==> src/rtl/core/pkhs_pkg.sv <==
// ----------------------------------------------------------------------------
// pkhs_pkg
// Types, constants and hash functions shared by the k-mer hash sampler.
// ----------------------------------------------------------------------------
package pkhs_pkg;

    localparam int CODE_W     = 4;
    localparam int KLEN_W     = 3;
    localparam int SBITS_W    = 5;
    localparam int WIN_W      = 28;
    localparam int RUN_W      = 3;
    localparam int POS_W      = 31;
    localparam int CFG_DATA_W = 5;
    localparam int CFG_ADDR_W = 1;

    localparam logic [CODE_W-1:0]  CODE_BREAK = 4'd14;
    localparam logic [RUN_W-1:0]   RUN_TOP    = 3'd7;
    localparam logic [POS_W-1:0]   POS_TOP    = 31'h7FFF_FFFF;

    localparam logic [KLEN_W-1:0]  KLEN_RESET  = 3'd6;
    localparam logic [SBITS_W-1:0] SBITS_RESET = 5'd1;

    // configuration register indexes
    localparam logic [CFG_ADDR_W-1:0] REG_KMER_LENGTH = 1'b0;
    localparam logic [CFG_ADDR_W-1:0] REG_SAMPLE_BITS = 1'b1;

    // shift amounts of the shift-add-xor hash
    localparam int SH_A = 15;
    localparam int SH_B = 10;
    localparam int SH_C = 3;
    localparam int SH_D = 6;
    localparam int SH_E = 11;
    localparam int SH_F = 16;

    typedef struct packed {
        logic [CODE_W-1:0] residue_code;
        logic              start_of_sequence;
    } in_word_t;

    typedef struct packed {
        logic [WIN_W-1:0] sample_hash;
        logic [POS_W-1:0] sample_position;
    } out_word_t;

    typedef struct packed {
        logic [KLEN_W-1:0]  kmer_length;
        logic [SBITS_W-1:0] sample_bits;
    } cfg_t;

    // k-mer that reached full length, waiting to be hashed
    typedef struct packed {
        logic [WIN_W-1:0] window;
        logic [POS_W-1:0] position;
    } cand_t;

    function automatic logic [WIN_W-1:0] kmer_mask(input logic [KLEN_W-1:0] kl);
        logic [WIN_W:0] one_hot;
        one_hot = (WIN_W+1)'(1) << {kl, 2'b00};
        return WIN_W'(one_hot - (WIN_W+1)'(1));
    endfunction

    // all ones once sample_bits reaches the hash width
    function automatic logic [WIN_W-1:0] sample_mask(input logic [SBITS_W-1:0] sb);
        logic [WIN_W:0] one_hot;
        one_hot = (WIN_W+1)'(1) << sb;
        return WIN_W'(one_hot - (WIN_W+1)'(1));
    endfunction

    // first two add/xor rounds
    function automatic logic [WIN_W-1:0] hash_front(input logic [WIN_W-1:0] v_in,
                                                    input logic [WIN_W-1:0] m);
        logic [WIN_W-1:0] v;
        v = (v_in + ~(v_in << SH_A)) & m;
        v = v ^ (v >> SH_B);
        v = (v + (v << SH_C)) & m;
        v = v ^ (v >> SH_D);
        return v;
    endfunction

    // last add/xor round
    function automatic logic [WIN_W-1:0] hash_back(input logic [WIN_W-1:0] v_in,
                                                   input logic [WIN_W-1:0] m);
        logic [WIN_W-1:0] v;
        v = (v_in + ~(v_in << SH_E)) & m;
        v = v ^ (v >> SH_F);
        return v;
    endfunction

endpackage

==> src/rtl/core/pkhs_front.sv <==
// ----------------------------------------------------------------------------
// pkhs_front
// Input register: k-mer window, run length and position tracking.
// ----------------------------------------------------------------------------
module pkhs_front (
    input  logic              aclk,
    input  logic              aresetn,
    input  pkhs_pkg::cfg_t    cfg,
    input  logic              s_valid,
    output logic              s_ready,
    input  pkhs_pkg::in_word_t s_data,
    output logic              cand_valid,
    input  logic              cand_ready,
    output pkhs_pkg::cand_t   cand
);

    logic [pkhs_pkg::WIN_W-1:0] window_reg, window_next, window_base;
    logic [pkhs_pkg::RUN_W-1:0] run_reg, run_next, run_base;
    logic [pkhs_pkg::POS_W-1:0] pos_reg, pos_next, pos_base;
    logic                       cand_valid_reg;
    pkhs_pkg::cand_t            cand_reg;
    logic                       eligible;
    logic                       accept;

    assign s_ready    = !cand_valid_reg || cand_ready;
    assign accept     = s_valid && s_ready;
    assign cand_valid = cand_valid_reg;
    assign cand       = cand_reg;

    always_comb begin
        window_base = s_data.start_of_sequence ? '0 : window_reg;
        run_base    = s_data.start_of_sequence ? '0 : run_reg;
        pos_base    = s_data.start_of_sequence ? '0 : pos_reg;

        if (s_data.residue_code < pkhs_pkg::CODE_BREAK) begin
            window_next = ((window_base << 4)
                          | pkhs_pkg::WIN_W'(s_data.residue_code))
                          & pkhs_pkg::kmer_mask(cfg.kmer_length);
            run_next    = (run_base == pkhs_pkg::RUN_TOP) ? run_base
                                                          : run_base + 3'd1;
            eligible    = (run_next >= cfg.kmer_length);
        end else begin
            window_next = '0;
            run_next    = '0;
            eligible    = 1'b0;
        end

        pos_next = (pos_base == pkhs_pkg::POS_TOP) ? pos_base : pos_base + 31'd1;
    end

    always_ff @(posedge aclk) begin
        if (!aresetn) begin
            window_reg     <= '0;
            run_reg        <= '0;
            pos_reg        <= '0;
            cand_valid_reg <= 1'b0;
        end else begin
            if (accept) begin
                window_reg     <= window_next;
                run_reg        <= run_next;
                pos_reg        <= pos_next;
                cand_valid_reg <= eligible;
            end else if (cand_ready) begin
                cand_valid_reg <= 1'b0;
            end
        end
    end

    always_ff @(posedge aclk) begin
        if (accept) begin
            cand_reg.window   <= window_next;
            cand_reg.position <= pos_base;
        end
    end

endmodule

==> src/rtl/core/pkhs_hash.sv <==
// ----------------------------------------------------------------------------
// pkhs_hash
// Two-stage masked hash, sample test and output register.
// ----------------------------------------------------------------------------
module pkhs_hash (
    input  logic               aclk,
    input  logic               aresetn,
    input  pkhs_pkg::cfg_t     cfg,
    input  logic               cand_valid,
    output logic               cand_ready,
    input  pkhs_pkg::cand_t    cand,
    output logic               m_valid,
    input  logic               m_ready,
    output pkhs_pkg::out_word_t m_data
);

    logic [pkhs_pkg::WIN_W-1:0] kmask;
    logic [pkhs_pkg::WIN_W-1:0] mid_hash_reg;
    logic [pkhs_pkg::POS_W-1:0] mid_pos_reg;
    logic                       mid_valid_reg;
    logic [pkhs_pkg::WIN_W-1:0] hash_full;
    logic                       pass;
    logic                       out_free;
    logic                       mid_go;
    logic                       m_valid_reg;
    pkhs_pkg::out_word_t        m_data_reg;

    assign kmask      = pkhs_pkg::kmer_mask(cfg.kmer_length);
    assign hash_full  = pkhs_pkg::hash_back(mid_hash_reg, kmask);
    assign pass       = (hash_full & pkhs_pkg::sample_mask(cfg.sample_bits)) == '0;
    assign out_free   = !m_valid_reg || m_ready;
    // a word that fails the sample test leaves without needing the output slot
    assign mid_go     = mid_valid_reg && (out_free || !pass);
    assign cand_ready = !mid_valid_reg || mid_go;
    assign m_valid    = m_valid_reg;
    assign m_data     = m_data_reg;

    always_ff @(posedge aclk) begin
        if (!aresetn) begin
            mid_valid_reg <= 1'b0;
            m_valid_reg   <= 1'b0;
        end else begin
            if (cand_valid && cand_ready) begin
                mid_valid_reg <= 1'b1;
            end else if (mid_go) begin
                mid_valid_reg <= 1'b0;
            end

            if (mid_go && pass) begin
                m_valid_reg <= 1'b1;
            end else if (m_ready) begin
                m_valid_reg <= 1'b0;
            end
        end
    end

    always_ff @(posedge aclk) begin
        if (cand_valid && cand_ready) begin
            mid_hash_reg <= pkhs_pkg::hash_front(cand.window, kmask);
            mid_pos_reg  <= cand.position;
        end
        if (mid_go && pass) begin
            m_data_reg.sample_hash     <= hash_full >> cfg.sample_bits;
            m_data_reg.sample_position <= mid_pos_reg;
        end
    end

endmodule

==> src/rtl/core/protein_kmer_hash_sampler.sv <==
// ----------------------------------------------------------------------------
// protein_kmer_hash_sampler
// Modimizer sketch over a stream of reduced amino-acid codes.
// ----------------------------------------------------------------------------
// Usage:
//   s_* takes one residue word per cycle while s_ready (code 0..13, 14/15 break
//   the k-mer; start_of_sequence restarts window, run length and position).
//   m_* channel returns a sample word (hash >> sample_bits, position) for each
//   full-length k-mer whose low sample_bits hash bits are zero; other residues
//   give no word.
//   cfg_* writes kmer_length (index 0) or sample_bits (index 1); write only
//   while no words are in flight.
// Path: a residue taken into the input register passes the first hash stage
//   and then the output register before its sample appears on m_valid.
// Throughput: one residue per cycle unless stalled; each stage holds one word
//   and moves on whenever the stage after it is empty or draining.
// Reset: clears window, run length, position and all valid flags;
//   kmer_length returns to 6, sample_bits to 1.
// Stall: with m_ready low the output word holds and up to two more k-mers
//   wait in the pipeline; s_ready drops only when all stages are full.
// ----------------------------------------------------------------------------
module protein_kmer_hash_sampler (
    input  logic                                aclk,
    input  logic                                aresetn,
    input  logic                                cfg_wr_en,
    input  logic [pkhs_pkg::CFG_ADDR_W-1:0]     cfg_addr,
    input  logic [pkhs_pkg::CFG_DATA_W-1:0]     cfg_wdata,
    input  logic                                s_valid,
    output logic                                s_ready,
    input  pkhs_pkg::in_word_t                  s_data,
    output logic                                m_valid,
    input  logic                                m_ready,
    output pkhs_pkg::out_word_t                 m_data
);

    pkhs_pkg::cfg_t  cfg_reg;
    logic            cand_valid;
    logic            cand_ready;
    pkhs_pkg::cand_t cand;

    always_ff @(posedge aclk) begin
        if (!aresetn) begin
            cfg_reg.kmer_length <= pkhs_pkg::KLEN_RESET;
            cfg_reg.sample_bits <= pkhs_pkg::SBITS_RESET;
        end else if (cfg_wr_en) begin
            case (cfg_addr)
                pkhs_pkg::REG_KMER_LENGTH: begin
                    cfg_reg.kmer_length <= cfg_wdata[pkhs_pkg::KLEN_W-1:0];
                end
                pkhs_pkg::REG_SAMPLE_BITS: begin
                    cfg_reg.sample_bits <= cfg_wdata[pkhs_pkg::SBITS_W-1:0];
                end
                default: begin
                end
            endcase
        end
    end

    pkhs_front u_front (
        .aclk       (aclk),
        .aresetn    (aresetn),
        .cfg        (cfg_reg),
        .s_valid    (s_valid),
        .s_ready    (s_ready),
        .s_data     (s_data),
        .cand_valid (cand_valid),
        .cand_ready (cand_ready),
        .cand       (cand)
    );

    pkhs_hash u_hash (
        .aclk       (aclk),
        .aresetn    (aresetn),
        .cfg        (cfg_reg),
        .cand_valid (cand_valid),
        .cand_ready (cand_ready),
        .cand       (cand),
        .m_valid    (m_valid),
        .m_ready    (m_ready),
        .m_data     (m_data)
    );

endmodule

==> config.mk <==
export PLATFORM = sky130hd
export DESIGN_NAME = protein_kmer_hash_sampler
export DESIGN_NICKNAME = d
export VERILOG_FILES = /design/src/rtl/core/pkhs_pkg.sv /design/src/rtl/core/pkhs_front.sv /design/src/rtl/core/pkhs_hash.sv /design/src/rtl/core/protein_kmer_hash_sampler.sv
export SDC_FILE = /design/constraint.sdc
export NUM_CORES = 1
export LEC_CHECK = 0
export ABC_AREA = 1
export BUFFER_PORTS_ARGS = -buffer_cell sky130_fd_sc_hd__buf_2
export CAP_MARGIN = 20
export CORE_ASPECT_RATIO = 0.75
export CORE_MARGIN = 3
export CORE_UTILIZATION = 40
export CTS_BUF_LIST = sky130_fd_sc_hd__clkbuf_16
export DETAILED_ROUTE_END_ITERATION = 12
export PLACE_DENSITY = 0.6
export SYNTH_ARGS = -nofsm -noshare
export SYNTH_HDL_FRONTEND = slang
export SYNTH_SLANG_ARGS = --single-unit
==> constraint.sdc <==
create_clock -name aclk -period 5.4 [get_ports aclk]
set_input_delay 1.08 -clock aclk [delete_from_list [all_inputs] [get_ports aclk]]
set_output_delay 1.08 -clock aclk [all_outputs]
set_load 0.005 [all_outputs]
### Word-level counts from Yosys, hierarchy flattened

Cells that the tools add are included.

| cells by class | value |
|---|---|
| $add $sub $neg | 7 |
| $lt $le $gt $ge | 2 |
| bitwise operators | 12 |
| equality and inequality tests | 2 |
| mux-type cells | 14 |
| reduce and logical (&&, ||, !) cells | 18 |
| shift-type cells | 3 |

Operators with widths:

| cell | count |
|---|---|
| $and 28x28->28 | 5 |
| $add 28x28->28 | 3 |
| $mux 31 | 2 |
| $not 28->28 | 2 |
| $shl 1x5->28 const A | 2 |
| $sub 28x1->28 const B | 2 |
| $add 31x1->31 const B | 1 |
| $eq 31x31->1 const B | 1 |
| $logic_not 28->1 | 1 |
| $mux 28 | 1 |
| $or 28x4->28 | 1 |
| $shr 28x5->28 | 1 |
| $xor 28x12->28 | 1 |
| $xor 28x18->28 | 1 |
| $xor 28x22->28 | 1 |
| $mux 24 | 1 |
| $mux 3 | 3 |
| $mux 1 | 7 |
| $reduce_bool 2->1 | 3 |
| $logic_and 1x1->1 | 4 |
| $logic_not 1->1 | 4 |
| $logic_or 1x1->1 | 4 |
| $lt 4x4->1 const B | 1 |
| $reduce_and 2->1 | 2 |
| 4 further kinds | 4 |

| storage, ports and cells | value |
|---|---|
| word-level logic and storage cells | 72 |
| bits of input ports | 16 |
| output and inout bits | 61 |
| flip-flop bits (word level) | 246 |

### Longest topological paths before layout

| depth | value |
|---|---|
| word-level depth | 13 |
| mapped depth | 31 |
| mapped depth without buffers | 31 |

### Cells and area by module

A second synthesis with hierarchy kept.

| unflattened totals | value |
|---|---|
| cell total of the unflattened synthesis | 2324 |
| area total of the unflattened synthesis | 16902.5 µm² |

By module, submodules not included:

| module | sequential area each (µm²) | cells an instance | times used | area each (µm²) |
|---|---|---|---|---|
| pkhs_hash | 3583.4 | 1580 | 1 | 10731.5 |
| pkhs_front | 2952.8 | 706 | 1 | 5880.6 |
| protein_kmer_hash_sampler | 160.2 | 38 | 1 | 290.3 |

### Least setup slack after synthesis

Ideal clock, no wire load.

| timing | value |
|---|---|
| kind | register -> register |
| start | register cfg_reg[7] in the netlist's numbering |
| end | register u_hash.m_data_reg (netlist bit u_hash.m_data[0]), enable pin |
| buffers on the path | 2 |
| setup time | 478 ps |
| period minus slack after synthesis | 5418 ps |
| arrival time | 4939 ps |
| required time | 4922 ps |
| setup slack | -18 ps |
| stages on the path, launching flop included | 18 |
| cell sequence | dfxtp_1 > buf_2 > inv_2 > nand2_1 > ha_1 > buf_4 > inv_1 > nor2_4 > inv_2 > a21oi_2 > nand2_1 > o21ai_2 > nand3_1 > xnor2_1 > nor2_1 > nor2_4 > nand2_1 > nor2_1 |

| on the way | value |
|---|---|
| longest elaborated chain between the ends | 10 |

Ends and longest elaborated chain:

| what | RTL line | source |
|---|---|---|
| from (decl) | protein_kmer_hash_sampler.sv:36 | `pkhs_pkg::cfg_t cfg_reg;` |
| $shl 1x5->28 * | pkhs_pkg.sv:58 | `one_hot = (WIN_W+1)'(1) << {kl, 2'b00};` |
| $sub 28x1->28 * | pkhs_pkg.sv:59 | `return WIN_W'(one_hot - (WIN_W+1)'(1));` |
| $and 28x28->28 * | pkhs_pkg.sv:84 | `v = (v_in + ~(v_in << SH_E)) & m;` |
| $xor 28x12->28 * | pkhs_pkg.sv:85 | `v = v ^ (v >> SH_F);` |
| $and 28x28->28 * | pkhs_hash.sv:30 | `assign pass = (hash_full & pkhs_pkg::sample_mask(cfg.sample_bits)) == '0;` |
| $logic_not 28->1 * | pkhs_hash.sv:30 |  |
| $logic_not 1->1 | pkhs_hash.sv:33 | `assign mid_go = mid_valid_reg && (out_free \|\| !pass);` |
| $logic_or 1x1->1 | pkhs_hash.sv:33 |  |
| $logic_and 1x1->1 | pkhs_hash.sv:33 |  |
| $logic_and 1x1->1 * | pkhs_hash.sv:62 | `if (mid_go && pass) begin` |
| to (decl) | pkhs_hash.sv:26 | `pkhs_pkg::out_word_t m_data_reg;` |

Mark *: on every way between the ends. The rest lies on a longest branch, timed or not.
A chain may end at the register's enable or synchronous reset.

### Worst setup path after layout

| timing | value |
|---|---|
| start | register cfg_reg[3] in the netlist's numbering |
| end | output port s_ready |

| on the way | value |
|---|---|
| longest elaborated chain between the ends | 9 |

Ends and longest elaborated chain:

| what | RTL line | source |
|---|---|---|
| $shl 1x5->28 | pkhs_pkg.sv:65 | `one_hot = (WIN_W+1)'(1) << sb;` |
| $sub 28x1->28 | pkhs_pkg.sv:66 | `return WIN_W'(one_hot - (WIN_W+1)'(1));` |
| $and 28x28->28 | pkhs_hash.sv:30 |  |
| $logic_not 28->1 | pkhs_hash.sv:30 |  |
| $logic_not 1->1 | pkhs_hash.sv:33 |  |
| $logic_or 1x1->1 | pkhs_hash.sv:33 |  |
| $logic_and 1x1->1 | pkhs_hash.sv:33 |  |
| $logic_or 1x1->1 | pkhs_hash.sv:34 | `assign cand_ready = !mid_valid_reg \|\| mid_go;` |
| $logic_or 1x1->1 | pkhs_front.sv:25 | `assign s_ready = !cand_valid_reg \|\| cand_ready;` |
| to (decl) | protein_kmer_hash_sampler.sv:29 | `output logic s_ready,` |

Every way passes these cells.

==> metrics.cfg <==
[status]
outcome=finished, final reports clean

[timing]
setup_viol=0
min_period_ns=5.01
slew_headroom=0.457
hold_viol=0
skew_ns=0.0319
tightest_slew_ns=0.813
drv_slew=0
fin_setup_tns_ns=0
min_period_over_period=0.928
max_freq_mhz=199
grt_setup_unrepaired=no

[setup_path]
startpoint_type=register
worstPathArrival_ns=3.93
end_kind=output port
cp.required_ns=4.32
critPathKind=register to output port
cp_max_fo=14

[placement]
dpl.hpwl_um=38700
globalplace.congestion=0.952
place_inst=2810
numPortBuffers=76

[cells_and_area]
regArea_sq_mm=0.00670
syn_to_final_growth_pct=11.6
n_antenna_cell=0
fin_nets=2396
fillers=4023
drive_gt1_frac=0.0834
finalNonFillerCells=2857
multiInputGateArea_sq_mm=0.00814

[synthesis]
ys_warn_count=0
synth.ff_latch_count=246
ys_seq_area_frac=0.412
synth_area_per_cell_sq_um=7.26
syn_area_sq_mm=0.0163
async_flop_share=0
netlist_top_cells_area=edfxtp_1, nand2_1, dfxtp_1
syn_inst=2242
synth_edf_count=177
synth_cell_types=50
yosys.area.top_type=edfxtp_1
syn_nets=2320
synth_ff_type=edfxtp_1
synth_top_area_share=0.327

[power]
irDropWorstVdd_mv=0.218
p_sw_frac=0.355
power_frac_clock=0.304
p_leak_nw=8.24
pwr-share-seq=0.377
power.internal_mw=3.79
power_density_mw_per_mm2=324
switchingPower_mw=2.08
p_comb_frac=0.320

[cts]
cts_buffer_depth=3
cts_made_buffers=25
htree_levels=1
cts_tree=done
clock-sinks=246
cts_resized=0
cts_setup_buffers=0
clkLatencyLatePin_ns=0.56
clk_pin_slew_ns=0.06
ctsHoldBuffers=0
ctsRootBufferMaster=clkbuf_16

[die]
die_h_um=181
initial_utilization=0.409
die_w_um=239
io_pins=77
rows=63
dieArea_sq_mm=0.0432
coreArea_sq_mm=0.0398

[routing]
drtAntennaViolNets=0
wl_um=49700
dr.pass1.iters=7
num_vias=14983
drt-vias-per-instance=5.24
wire_per_inst_um=17.4
drtIter0Drc=1321
drc=0

[global_route]
grt_pass1_vias=13897
grt_first_pass_wirelength_um=77900
grt_max_degree=61
grt.total_usage=0.226
antenna_found_initial=0
overflow=0

[job]
cap_violations=0

[hold_path]
hp-class=register to register

[kinds of logic after synthesis]
logic type,share of synthesized area
simple gates,0.311
mux,0.000615
flops,0.412
xor+xnor,0.0474
buf+inv,0.0903
compound gates,0.0909
fa+ha+maj,0.0481
[per-stage QoR]
step / util / area, sq um / setup WS [ns] / hold WS [ns] / power [mW]
6_report: 0.456 / 18200 / 0.387 / 0.406 / 5.88
3_5_place_dp: 0.434 / 17300 / 0.431 / 0.405 / 4.08
2_1_floorplan: - / 16300 / 0.990 / 0.400 / 3.56
4_1_cts: 0.455 / 18100 / 0.241 / 0.415 / 5.86
3_3_place_gp: 0.434 / 17300 / 0.589 / 0.404 / 4.06
5_1_grt: 0.456 / 18200 / 0.0431 / 0.424 / 6.21
[Yosys cell counts (4+ instances only)]
cell type  count
nand2_1      526
nor2_1       365
inv_1        310
nand3_1      186
edfxtp_1     177
o21ai_0      111
a21oi_1       90
dfxtp_1       69
ha_1          61
xor2_1        55
nor3_1        42
nand4_1       34
xnor2_1       33
clkbuf_1      27
or2_2         21
o211ai_1      17
buf_2         13
nor4_1        12
buf_1         11
o22ai_1       10
inv_2          9
o21bai_1       9
a21o_1         5
buf_4          4
o2111ai_1      4
[final cells by class]
| type | count | share of cell area |
|---|---|---|
| multi-input cells | 1619 | 0.448 |
| well taps | 520 | 0.0358 |
| clock buffers | 25 | 0.0344 |
| repair buffers | 107 | 0.0351 |
| inverters | 319 | 0.0660 |
| clock inverters | 21 | 0.0116 |
| flip-flops and latches | 246 | 0.369 |
[final timing paths]
| check | from | to | slack [ns] | depth (start not counted) |
|---|---|---|---|---|
| min reg2reg | u_front.cand[10] | u_hash.mid_pos_reg[10] | 0.41 | 0 |
| min | u_front.cand[10] | u_hash.mid_pos_reg[10] | 0.41 | 0 |
| max reg2reg | u_front.cand[33] | u_hash.mid_hash_reg[21] | 0.47 | 30 |
| max | cfg_reg[3] | s_ready | 0.39 | 20 |
[critical path: stages, from the launching register on]
cell     delay (ns)
dfxtp_1        0.32
inv_2          0.20
nand2_2        0.26
nor2_4         0.29
inv_1          0.15
nor2_1         0.20
inv_1          0.17
ha_1           0.32
nand3_2        0.19
nor2_1         0.10
nand2_1        0.08
nand2_1        0.06
nand2_1        0.07
nand2_1        0.04
nor2_1         0.08
nand3_1        0.08
nor2_1         0.14
nand3_1        0.13
nor2_4         0.15
nand4_4        0.16
buf_2          0.19
[routing by layer]
| layer | up-vias | global-route usage | part of all wire |
|---|---|---|---|
| met5 | - | 0 | 0 |
| met4 | 0 | 0.0360 | 0.013 |
| met3 | 49 | 0.0392 | 0.078 |
| met2 | 511 | 0.335 | 0.42 |
| met1 | 6949 | 0.349 | 0.49 |
| li1 | 7474 | - | - |
[power by group through the flow]
stage	registers, mW	clock network [mW]	logic [mW]
5_1_grt	2.22	1.91	2.09
3_5_place_dp	2.25	0	1.82
2_1_floorplan	2.24	0	1.33
3_3_place_gp	2.25	0	1.80
6_report	2.21	1.78	1.88
4_1_cts	2.21	1.82	1.83
[placed cells by master, fill, tap and decap left out, types with 11 or more instances in the layout]
cell / Yosys / layout
nand2_1: 526 / 526
o211ai_1: 17 / 17
edfxtp_1: 177 / 177
or2_2: 21 / 21
nor4_1: 12 / 11
nand4_1: 34 / 34
a21oi_1: 90 / 87
ha_1: 61 / 61
inv_1: 310 / 312
nor3_1: 42 / 41
xor2_1: 55 / 55
o21ai_0: 111 / 109
nor2_1: 365 / 364
xnor2_1: 33 / 33
nand3_1: 186 / 186
buf_4: 4 / 29
dfxtp_1: 69 / 69
buf_2: 13 / 76
clkbuf_16: 0 / 25
No activity file was read; power rests on OpenSTA's default activity.
